`config.mk`:
```
export PLATFORM = sky130hd
export DESIGN_NAME = hex_key_command_parser_unit
export DESIGN_NICKNAME = d
export VERILOG_FILES = /design/src/hdl/hkcp_pkg.sv /design/src/hdl/hex_key_command_parser_unit.sv /design/src/hdl/hkcp_cfg.sv /design/src/hdl/hkcp_parse.sv /design/src/hdl/hkcp_outq.sv
export VERILOG_INCLUDE_DIRS = /design/src /design/src/hdl
export SDC_FILE = /design/constraint.sdc
export NUM_CORES = 1
export LEC_CHECK = 0
export ABC_CLOCK_PERIOD_IN_PS = 3500
export BUFFER_PORTS_ARGS = -buffer_cell sky130_fd_sc_hd__buf_2
export CORE_MARGIN = 3
export CORE_UTILIZATION = 48
export CTS_CLUSTER_SIZE = 24
export DETAILED_ROUTE_END_ITERATION = 6
export GPL_ROUTABILITY_DRIVEN = 0
export PLACE_DENSITY = 0.85
export SLEW_MARGIN = 20
export SYNTH_ARGS = -nofsm -noshare
export SYNTH_HDL_FRONTEND = slang
export SYNTH_HIERARCHICAL = 1
export SYNTH_SLANG_ARGS = --single-unit
export TNS_END_PERCENT = 5
```
`constraint.sdc`:
```
create_clock -name clk -period 3.5 [get_ports clk]
set_input_delay 0.175 -clock clk [delete_from_list [all_inputs] [get_ports clk]]
set_output_delay 0.175 -clock clk [all_outputs]
set_load 0.005 [all_outputs]
```
`src/hdl/assert_macros.svh`:
```
// Assertion macros included by the RTL top level.
`ifndef ASSERT_MACROS_SVH
`define ASSERT_MACROS_SVH

// Property must hold at every clock edge out of reset.
`define ASSERT_ALWAYS(lbl, clk, rst_n, prop, msg) \
    lbl: assert property (@(posedge clk) disable iff (!rst_n) (prop)) \
        else $error(msg);

// Antecedent in one cycle implies consequent in the same cycle.
`define ASSERT_IMPL(lbl, clk, rst_n, ante, cons, msg) \
    lbl: assert property (@(posedge clk) disable iff (!rst_n) (ante) |-> (cons)) \
        else $error(msg);

// Antecedent in one cycle implies consequent in the next cycle.
`define ASSERT_NEXT(lbl, clk, rst_n, ante, cons, msg) \
    lbl: assert property (@(posedge clk) disable iff (!rst_n) (ante) |=> (cons)) \
        else $error(msg);

`endif

```
`src/hdl/hkcp_pkg.sv`:
```
// Package: types, constants and character codes of the hex key command parser.
`timescale 1ns / 1ps
`default_nettype none
package hkcp_pkg;

    localparam logic [7:0] LOWEST_KEY_RST  = 8'h20;
    localparam logic [7:0] HIGHEST_KEY_RST = 8'hDA;

    localparam int unsigned CFG_ADDR_W = 3;

    localparam logic [7:0] CH_NUL   = 8'h00;
    localparam logic [7:0] CH_TAB   = 8'h09;
    localparam logic [7:0] CH_LF    = 8'h0A;
    localparam logic [7:0] CH_VT    = 8'h0B;
    localparam logic [7:0] CH_FF    = 8'h0C;
    localparam logic [7:0] CH_CR    = 8'h0D;
    localparam logic [7:0] CH_SPACE = 8'h20;
    localparam logic [7:0] CH_PLUS  = 8'h2B;
    localparam logic [7:0] CH_MINUS = 8'h2D;
    localparam logic [7:0] CH_ZERO  = 8'h30;
    localparam logic [7:0] CH_SEMI  = 8'h3B;
    localparam logic [7:0] CH_UX    = 8'h58;
    localparam logic [7:0] CH_LX    = 8'h78;

    localparam logic EV_PRESS   = 1'b0;
    localparam logic EV_RELEASE = 1'b1;

    typedef enum logic [2:0] {
        PH_EMPTY  = 3'd0,
        PH_SPACE  = 3'd1,
        PH_SIGN   = 3'd2,
        PH_ZERO   = 3'd3,
        PH_ZEROX  = 3'd4,
        PH_DIGITS = 3'd5,
        PH_STOP   = 3'd6
    } phase_t;

    typedef struct packed {
        logic       kind;
        logic [7:0] code;
        logic       last;
    } event_t;

    // Results of one byte: up to two events.
    typedef struct packed {
        logic [1:0] count;
        event_t     ev0;
        event_t     ev1;
    } result_t;

    typedef struct packed {
        logic [7:0] lowest_key;
        logic [7:0] highest_key;
    } key_range_t;

    // Hex digit decode: bit 4 set when the character is a hex digit.
    function automatic logic [4:0] hex_digit(input logic [7:0] c);
        logic [4:0] r;
        r = 5'd0;
        if (c >= 8'h30 && c <= 8'h39)
            r = {1'b1, c[3:0]};
        else if ((c >= 8'h61 && c <= 8'h66) || (c >= 8'h41 && c <= 8'h46))
            r = {1'b1, c[3:0] + 4'd9};
        return r;
    endfunction

endpackage
`default_nettype wire

```
`src/hdl/hex_key_command_parser_unit.sv`:
```
// Top level of the hex key command parser: input register, parser, result register, APB port.
// Path: a byte waits in the input register, is parsed and loaded into the result register.
// Throughput: one byte per cycle while events are taken; a byte with two events
//   holds the result register for two transfers, set by the single output port.
// Reset: rst_n clears the line state, empties both stages and sets the key range
//   to 0x20..0xDA; the block is ready as soon as reset is released.
`timescale 1ns / 1ps
`default_nettype none
`include "assert_macros.svh"
module hex_key_command_parser_unit
(
    input  wire logic                            clk,
    input  wire logic                            rst_n,
    input  wire logic                            in_valid,
    output logic                                 in_ready,
    input  wire logic [7:0]                      rx_byte,
    output logic                                 out_valid,
    input  wire logic                            out_ready,
    output logic                                 event_kind,
    output logic      [7:0]                      key_code,
    output logic                                 last,
    input  wire logic                            psel,
    input  wire logic                            penable,
    input  wire logic                            pwrite,
    input  wire logic [hkcp_pkg::CFG_ADDR_W-1:0] paddr,
    input  wire logic [31:0]                     pwdata,
    output logic      [31:0]                     prdata,
    output logic                                 pready
);
    import hkcp_pkg::*;

    key_range_t key_range;
    result_t    result;
    event_t     head;
    logic       s1_valid_reg;
    logic [7:0] s1_byte_reg;
    logic       room;
    logic       advance;

    assign pready   = 1'b1;
    assign advance  = s1_valid_reg && room;
    assign in_ready = !s1_valid_reg || room;

    always_ff @(posedge clk or negedge rst_n)
    begin
        if (!rst_n)
            s1_valid_reg <= 1'b0;
        else if (in_ready)
            s1_valid_reg <= in_valid;
    end

    always_ff @(posedge clk)
    begin
        if (in_ready && in_valid)
            s1_byte_reg <= rx_byte;
    end

    hkcp_cfg u_cfg
    (
        .clk       (clk),
        .rst_n     (rst_n),
        .psel      (psel),
        .penable   (penable),
        .pwrite    (pwrite),
        .paddr     (paddr),
        .pwdata    (pwdata),
        .prdata    (prdata),
        .key_range (key_range)
    );

    hkcp_parse u_parse
    (
        .clk       (clk),
        .rst_n     (rst_n),
        .step      (advance),
        .byte_in   (s1_byte_reg),
        .key_range (key_range),
        .result    (result)
    );

    hkcp_outq u_outq
    (
        .clk       (clk),
        .rst_n     (rst_n),
        .load      (advance),
        .result    (result),
        .out_ready (out_ready),
        .out_valid (out_valid),
        .head      (head),
        .room      (room)
    );

    assign event_kind = head.kind;
    assign key_code   = head.code;
    assign last       = head.last;

    `ASSERT_IMPL(a_release_code, clk, rst_n, out_valid && event_kind == EV_RELEASE, key_code == 8'd0, "release event carries a key code")
    `ASSERT_IMPL(a_no_overrun, clk, rst_n, in_valid && in_ready && s1_valid_reg, advance, "input stage overwritten")
    `ASSERT_NEXT(a_pair_first, clk, rst_n, advance && result.count == 2'd2, out_valid && !last, "first of two events marked last")
    `ASSERT_IMPL(a_load_room, clk, rst_n, advance, !out_valid || (out_ready && last), "result register reloaded while events pending")

endmodule
`default_nettype wire

```
`src/hdl/hkcp_cfg.sv`:
```
// APB-style configuration registers: key range limits.
`timescale 1ns / 1ps
`default_nettype none
module hkcp_cfg
(
    input  wire logic                            clk,
    input  wire logic                            rst_n,
    input  wire logic                            psel,
    input  wire logic                            penable,
    input  wire logic                            pwrite,
    input  wire logic [hkcp_pkg::CFG_ADDR_W-1:0] paddr,
    input  wire logic [31:0]                     pwdata,
    output logic      [31:0]                     prdata,
    output hkcp_pkg::key_range_t                 key_range
);
    import hkcp_pkg::*;

    logic [7:0] lowest_key_reg;
    logic [7:0] highest_key_reg;
    logic       wr_en;

    assign wr_en = psel && penable && pwrite;

    always_ff @(posedge clk or negedge rst_n)
    begin
        if (!rst_n)
        begin
            lowest_key_reg  <= LOWEST_KEY_RST;
            highest_key_reg <= HIGHEST_KEY_RST;
        end
        else if (wr_en)
        begin
            if (paddr[2])
                highest_key_reg <= pwdata[7:0];
            else
                lowest_key_reg <= pwdata[7:0];
        end
    end

    always_comb
    begin
        prdata = {24'd0, paddr[2] ? highest_key_reg : lowest_key_reg};
    end

    assign key_range.lowest_key  = lowest_key_reg;
    assign key_range.highest_key = highest_key_reg;

endmodule
`default_nettype wire

```
`src/hdl/hkcp_parse.sv`:
```
// Token and block parser: running line state and event generation per byte.
`timescale 1ns / 1ps
`default_nettype none
module hkcp_parse
(
    input  wire logic                 clk,
    input  wire logic                 rst_n,
    input  wire logic                 step,
    input  wire logic [7:0]           byte_in,
    input  wire hkcp_pkg::key_range_t key_range,
    output hkcp_pkg::result_t         result
);
    import hkcp_pkg::*;

    phase_t     phase_reg, phase_next;
    logic [7:0] value_reg, value_next;
    logic       ovf_reg, ovf_next;
    logic       neg_reg, neg_next;
    logic       pressed_reg, pressed_next;
    logic       early_reg, early_next;

    logic [4:0] hd;
    logic       is_eol, is_ws, end_tok, end_blk, take;
    logic       press, release_ev, tok_ok;
    logic       dig;

    assign hd     = hex_digit(byte_in);
    assign is_eol = (byte_in == CH_LF) || (byte_in == CH_CR);
    assign is_ws  = (byte_in == CH_SPACE) || (byte_in == CH_TAB)
                 || (byte_in == CH_VT) || (byte_in == CH_FF);
    assign end_blk = is_eol || (!early_reg && byte_in == CH_SEMI);
    assign end_tok = end_blk || (!early_reg && byte_in == CH_PLUS);
    assign take    = !is_eol && !early_reg && byte_in != CH_NUL
                  && byte_in != CH_SEMI && byte_in != CH_PLUS;

    assign tok_ok = (phase_reg != PH_EMPTY) && !ovf_reg && !(neg_reg && value_reg != 8'd0)
                 && value_reg >= key_range.lowest_key && value_reg <= key_range.highest_key;
    assign press      = end_tok && tok_ok;
    assign release_ev = end_blk && (pressed_reg || press);

    always_comb
    begin
        phase_next   = phase_reg;
        value_next   = value_reg;
        ovf_next     = ovf_reg;
        neg_next     = neg_reg;
        pressed_next = pressed_reg;
        early_next   = early_reg;
        dig          = 1'b0;

        if (is_eol)
            early_next = 1'b0;
        else if (!early_reg && byte_in == CH_NUL)
            early_next = 1'b1;

        if (end_tok)
        begin
            phase_next = PH_EMPTY;
            value_next = 8'd0;
            ovf_next   = 1'b0;
            neg_next   = 1'b0;
        end
        else if (take)
        begin
            case (phase_reg)
                PH_EMPTY, PH_SPACE:
                begin
                    if (is_ws)
                        phase_next = PH_SPACE;
                    else if (byte_in == CH_MINUS)
                    begin
                        neg_next   = 1'b1;
                        phase_next = PH_SIGN;
                    end
                    else if (byte_in == CH_ZERO)
                        phase_next = PH_ZERO;
                    else if (hd[4])
                        dig = 1'b1;
                    else
                        phase_next = PH_STOP;
                end
                PH_SIGN:
                begin
                    if (byte_in == CH_ZERO)
                        phase_next = PH_ZERO;
                    else if (hd[4])
                        dig = 1'b1;
                    else
                        phase_next = PH_STOP;
                end
                PH_ZERO:
                begin
                    if (byte_in == CH_LX || byte_in == CH_UX)
                        phase_next = PH_ZEROX;
                    else if (hd[4])
                        dig = 1'b1;
                    else
                        phase_next = PH_STOP;
                end
                PH_ZEROX, PH_DIGITS:
                begin
                    if (hd[4])
                        dig = 1'b1;
                    else
                        phase_next = PH_STOP;
                end
                default:
                    phase_next = PH_STOP;
            endcase

            if (dig)
            begin
                phase_next = PH_DIGITS;
                if (!ovf_reg)
                begin
                    if (value_reg[7:4] != 4'd0)
                        ovf_next = 1'b1;
                    else
                        value_next = {value_reg[3:0], hd[3:0]};
                end
            end
        end

        if (end_blk)
            pressed_next = 1'b0;
        else if (press)
            pressed_next = 1'b1;
    end

    always_ff @(posedge clk or negedge rst_n)
    begin
        if (!rst_n)
        begin
            phase_reg   <= PH_EMPTY;
            value_reg   <= 8'd0;
            ovf_reg     <= 1'b0;
            neg_reg     <= 1'b0;
            pressed_reg <= 1'b0;
            early_reg   <= 1'b0;
        end
        else if (step)
        begin
            phase_reg   <= phase_next;
            value_reg   <= value_next;
            ovf_reg     <= ovf_next;
            neg_reg     <= neg_next;
            pressed_reg <= pressed_next;
            early_reg   <= early_next;
        end
    end

    always_comb
    begin
        result.count = {1'b0, press} + {1'b0, release_ev};
        result.ev0.kind = press ? EV_PRESS : EV_RELEASE;
        result.ev0.code = press ? value_reg : 8'd0;
        result.ev0.last = !(press && release_ev);
        result.ev1.kind = EV_RELEASE;
        result.ev1.code = 8'd0;
        result.ev1.last = 1'b1;
    end

endmodule
`default_nettype wire

```
`src/hdl/hkcp_outq.sv`:
```
// Result register: holds up to two events of one byte and hands them out in order.
`timescale 1ns / 1ps
`default_nettype none
module hkcp_outq
(
    input  wire logic               clk,
    input  wire logic               rst_n,
    input  wire logic               load,
    input  wire hkcp_pkg::result_t  result,
    input  wire logic               out_ready,
    output logic                    out_valid,
    output hkcp_pkg::event_t        head,
    output logic                    room
);
    import hkcp_pkg::*;

    logic [1:0] count_reg, count_next;
    event_t     e0_reg, e0_next;
    event_t     e1_reg, e1_next;
    logic       pop;

    assign out_valid = count_reg != 2'd0;
    assign pop       = out_valid && out_ready;
    assign room      = (count_reg == 2'd0) || (count_reg == 2'd1 && out_ready);
    assign head      = e0_reg;

    always_comb
    begin
        count_next = count_reg;
        e0_next    = e0_reg;
        e1_next    = e1_reg;
        if (load)
        begin
            count_next = result.count;
            e0_next    = result.ev0;
            e1_next    = result.ev1;
        end
        else if (pop)
        begin
            count_next = count_reg - 2'd1;
            e0_next    = e1_reg;
        end
    end

    always_ff @(posedge clk or negedge rst_n)
    begin
        if (!rst_n)
            count_reg <= 2'd0;
        else
            count_reg <= count_next;
    end

    always_ff @(posedge clk)
    begin
        e0_reg <= e0_next;
        e1_reg <= e1_next;
    end

endmodule
`default_nettype wire
```
======== Word level (Yosys, flattened, before mapping) ========
Cells that the tools add are included.
Widths: inputs -> output; s select.
operators by class
  add/subtract/negate cells ............... 3
  order comparisons ....................... 8
  equal/unequal tests ..................... 23
  muxes and demuxes ....................... 45
  bitwise operators ....................... 1
  reductions and logical operators ........ 66
operators by type and width
  cell                count
  $mux 8              7
  $eq 8x4->1 const B  5
  $eq 8x6->1 const B  5
  $logic_and 1x1->1   24
  $mux 3              8
  $mux 1              22
  $mux 10             2
  $eq 8x7->1 const B  2
  $ge 8x7->1 const B  2
  $le 8x7->1 const B  2
  $ne 8x6->1 const B  2
  $reduce_bool 2->1   8
  $reduce_bool 8->1   2
  $pmux 3 s4          1
  $logic_or 1x1->1    11
  $mux 5              2
  $reduce_and 2->1    5
  $reduce_and 5->1    2
  $ge 8x6->1 const B  1
  $ge 8x8->1          1
  $le 8x6->1 const B  1
  $le 8x8->1          1
  $logic_not 8->1     1
  $eq 3x2->1 const B  2
  18 further kinds    27
word-level totals
  bits in registers ....................... 52
  input port bits ......................... 50
  output and inout bits ................... 45
  logic and storage cells ................. 160

======== Logic depth before layout (Yosys ltp) ========
  word-level depth ........................ 15
  depth in mapped cells ................... 12
  gate-level depth less buffers ........... 11

======== Hierarchy ========
The synthesis kept the hierarchy.
by module, submodules not included
  module                       times used  cells each  area each (um^2)  sequential area each (um^2)
  hkcp_parse                   1           193         1,669.1           375.4
  hkcp_cfg                     1           68          918.4             407.9
  hkcp_outq                    1           50          894.6             650.6
  hex_key_command_parser_unit  1           15          311.5             265.3

======== Least setup slack after synthesis ========
No wires, ideal clock.
  kind .................................... flip-flop to flip-flop
  start point ............................. reg u_outq.count_reg[0]
  end point ............................... reg u_parse.value_reg[0]
  setup time .............................. 121 ps
  data arrival time ....................... 2,624 ps
  required time ........................... 3,379 ps
  slack ................................... 755 ps
  stages on the path, launching flop included .. 11
  buffers on the path ..................... 0
  clock period less this slack ............ 2,745 ps
  cells stage by stage .................... dfrtp_1 inv_1 ha_1 inv_1 nand2_1 and2_1 inv_1 a2111o_1 a2111oi_4 o21ai_2 a22o_1
on the way
  longest elaborated chain between the ends .. 5
  elaborated cells on any way between the ends .. 6
  those cells by class .................... 1 x eq/ne; 5 x reduce/logical
ends and longest elaborated chain
  element                              RTL line                           RTL
  start, declared                      hkcp_outq.sv:17                    logic [1:0] count_reg, count_next;
  start signal, assigned               hkcp_outq.sv:50                    count_reg <= count_next;
  $eq 2x1->1                           hkcp_outq.sv:24                    assign room = (count_reg == 2'd0) || (count_reg == 2'd1 && out_ready);
  $logic_and 1x1->1                    hkcp_outq.sv:24
  $logic_or 1x1->1 *                   hkcp_outq.sv:24
  named net room                       hex_key_command_parser_unit.sv:37  logic room;
  $logic_and 1x1->1 *                  hex_key_command_parser_unit.sv:41  assign advance = s1_valid_reg && room;
  named net advance                    hex_key_command_parser_unit.sv:38  logic advance;
  $reduce_and 5->1 (no source line) *  n/a
  end signal, assigned                 hkcp_parse.sv:144                  value_reg <= value_next;
  end, declared                        hkcp_parse.sv:16                   logic [7:0] value_reg, value_next;
The timed path passes the listed nets; every way through them passes the cells marked *.
A chain may end at the register's enable or synchronous reset.

==> metrics list <==
- Status: finished, final reports clean
- Setup Total Neg Slack: 0 ns
* Max rail drop VDD: ~240 uV
- In the final routed layout, each cell accounts on average for between 10 and 15 um.
* Routed via count divided by cell count: 5.28
- CP delay by family, top: simple AND/OR/NAND/NOR gates
* Hold bufs inserted after CTS: 7
* LEAKAGE: 1.91 nW
- Number of max-slew violations in the final report: 0
- The root buffer cell chosen for the clock tree is sky130_fd_sc_hd__clkbuf_8.
- Clock Skew: approximately 0.0085 ns
- Of all flip-flops after synthesis, the portion carrying an async set or reset was between 50% and 60%.
- Among all stages on the critical path, the largest delay is contributed by sky130_fd_sc_hd__nor4_1.
- Data on the critical path arrives at its endpoint at 3.10 ns.
- Number of synthesized flops with an enable pin: 28
- The clock tree synthesis step divided the H-tree into 3 levels.
* DRT Pass-1 Iters: 4
- Hold Startpoint: in_valid
- After filler insertion, the fill cell instance count of the layout stands at 602.
* Area added between synthesis and finish: 11.4%
* DRC violations left: 0
* Clock Tree Buf Depth: 2
* Endpoints failing hold: 0
* HPWL Detailed: a little over 5 mm
* GRT Resource Usage Total: between 10% and 20%
- Pin placement for this block handled 95 I/O pins.
* Reg-to-reg critical path startpoint: s1_byte_reg[4]
- TritonCTS created 9 clock buffers.
- Total number of yosys warnings: 6
- For this block, the initial DRC count from the detailed router was around 140.
* Synthesis-stage register bit count: 62
- Gates resized during post-CTS repair numbered 0.
* Register area share after synthesis: around 45%
* Final Cycle Share: between 80% and 90%
- Multi-input gate area: about 0.0018 mm^2
* Top library cells by usage in the layout, fill and taps aside: sky130_fd_sc_hd__buf_2, sky130_fd_sc_hd__mux2_2, sky130_fd_sc_hd__conb_1
* Final Critical Period: around 3.0 ns
* Latest clock arrival within the worst-skew pair: approximately 0.34 ns
* Worst Max-Slew Pin Slew: ~0.86 ns
- Together, buffers and inverters on the worst path number 1.
* Slew Limit Headroom: 42.3%
- Once layout is complete, the utilization of the core stands at 56.8%.
- For this run, the post-layout net count is 452.
* Largest net degree at the start of global routing: 35
- CP Class: flop to flop
- The min-delay analysis places its worst path in the category primary input to flop.
- Fraction of synthesized cell area taken by the top area cell type: 22.2%
- Main area contributors after synthesis: sky130_fd_sc_hd__edfxtp_1, sky130_fd_sc_hd__dfrtp_1, sky130_fd_sc_hd__mux2_2
* Endpoint kind of the worst setup timing path: flop
* Most common cell after layout, fill and taps aside: sky130_fd_sc_hd__buf_2
- Data required time of the critical path: 3.59 ns
* Fmax: 332 MHz
* Core box area: 0.00745 mm^2
* TritonCTS Sinks: 62
- The cell count after synthesis came out at 326.
* Final-report setup violation count: 0
* Count of antenna diodes in the layout: 0
* Routed Antenna Nets: 0
- Setup fix buffers added after clock tree synthesis: 0
* Number of port buffers: 43
- Die Outline Area: 0.00901 mm^2
- Routed Wire Length: 7.13 mm
* Via count of the first global-routing pass: 2557
* Worst stage delay on the critical path: 0.75 ns
- Each instance of the synthesized netlist takes up on average 11.6 um^2.
- STA classifies the critical path startpoint as a flop.
* Cell taking the most area after synthesis: sky130_fd_sc_hd__edfxtp_1
- Area of the mapped netlist: 0.00379 mm^2
* Number of antenna violations at the first check in global routing: 0
* Critical Path Most Common Cell: sky130_fd_sc_hd__nor2_1
- Leading register cell type out of synthesis: sky130_fd_sc_hd__edfxtp_1
* Die height: approximately 95 um
- Max-cap violations in this run came to 0.
- The synthesized netlist contains 61 unique library cells.
- Sequential cell area in the final layout: between 0.0015 and 0.002 mm^2
* Wire length of the first global-routing pass: approximately 12 mm
* Clock transition at path regs: 0.07 ns
- The initial utilization of the core area, before any placement, comes to 50.9%.
* Die width: 94.9 um
- TritonCTS built the clock tree.
- After global routing the overflow that remains totals 0.
- Of all nets on the critical path, the largest fanout is 12.
* Launch point of the critical path: s1_byte_reg[4]
- Via Count: 2544
- The critical path goes through nor4_1 -> and3b_1 -> nor2_1 -> nor2_1 -> and3_1 -> o21ba_2 -> ha_1 -> inv_1 -> mux2_2.
* RSZ-0062 raised after global routing: false
* Share of layout cells above drive strength 1: 30.3%
- Dividing total power by cell area gives a power density of 612 mW/mm^2.
* Standard-cell rows: 31
[layout make-up]
| type | count | area share, % |
|---|---|---|
| inverter | 24 | 2.13 |
| sequential | 62 | 40.2 |
| multi-input combinational | 228 | 42.6 |
| clock buffer | 16 | 4.77 |
| timing repair buffer | 53 | 7.40 |
| tap | 99 | 2.93 |
[final timing paths]
| check | slack [ns] | cells past startpoint | endpoint |
|---|---|---|---|
| setup / recovery | 0.49 | 9 | u_outq/head[0] |
| hold / removal | 0.04 | 2 | s1_valid_reg |
| setup reg to reg | 0.49 | 9 | u_outq/head[0] |
| hold reg to reg | 0.51 | 1 | u_parse/neg_reg |
| max in group asynchronous | 2.54 | 2 | u_parse/value_reg[4] |
| min in group asynchronous | 0.46 | 2 | u_cfg/highest_key_reg[2] |
[Yosys cell counts (4+ instances only)]
cell                       number
sky130_fd_sc_hd__nor2b_1        4
sky130_fd_sc_hd__o21a_1         6
sky130_fd_sc_hd__conb_1         4
sky130_fd_sc_hd__a21oi_1       12
sky130_fd_sc_hd__nor2_1         7
sky130_fd_sc_hd__o21ai_0        8
sky130_fd_sc_hd__and2_1         9
sky130_fd_sc_hd__or2_2          4
sky130_fd_sc_hd__nand2_1       11
sky130_fd_sc_hd__dfrtp_1       28
sky130_fd_sc_hd__mux2_2        37
sky130_fd_sc_hd__a22o_1         8
sky130_fd_sc_hd__nand3_1        4
sky130_fd_sc_hd__ha_1          24
sky130_fd_sc_hd__nand2b_1       5
sky130_fd_sc_hd__edfxtp_1      28
sky130_fd_sc_hd__dfstp_2        6
sky130_fd_sc_hd__buf_4         36
sky130_fd_sc_hd__inv_1         24
[cell families (layout without fill, tap and decap cells)]
logic type,count (synthesis),count (layout),share of synthesized area (%)
mux,40,40,11.8
fa+ha+maj,24,24,7.92
flops,62,62,44.8
compound gates,60,60,12.1
simple gates,69,69,12.1
buf+inv,67,93,10.9
other cells,4,35,0.396
[per-stage QoR]
stage                     hold slack, ns  std cells  cell area, um^2  total power [W]  setup WS [ns]
after floorplan                   -0.121        357             3910          0.00173          0.755
after global placement             0.266        457             3940          0.00190          0.667
after detailed placement           0.284        457             3940          0.00196          0.629
after CTS                        0.00269        480             4210          0.00260          0.535
after global routing              0.0438        482             4230          0.00276          0.284
final                             0.0411        482             4230          0.00259          0.491
[power breakdown]
part	total [W]	switching, W	internal, W	leakage, nW
registers	0.00113	0.000127	0.00101	0.695
clock network	0.000623	0.000263	0.000360	0.102
logic	0.000832	0.000435	0.000397	1.11
total	0.00259	0.000825	0.00176	1.91
[layer usage]
metal	global-route usage [%]	up-vias	part of all wire [%]	routed length, um
li1	-	1221	-	-
met1	19.7	1207	40	2880
met2	28.9	100	51	3650
met3	5.42	16	6.5	462
met4	7.57	0	1.9	137
met5	0	-	0	0
No activity file was read; power rests on OpenSTA's default activity.
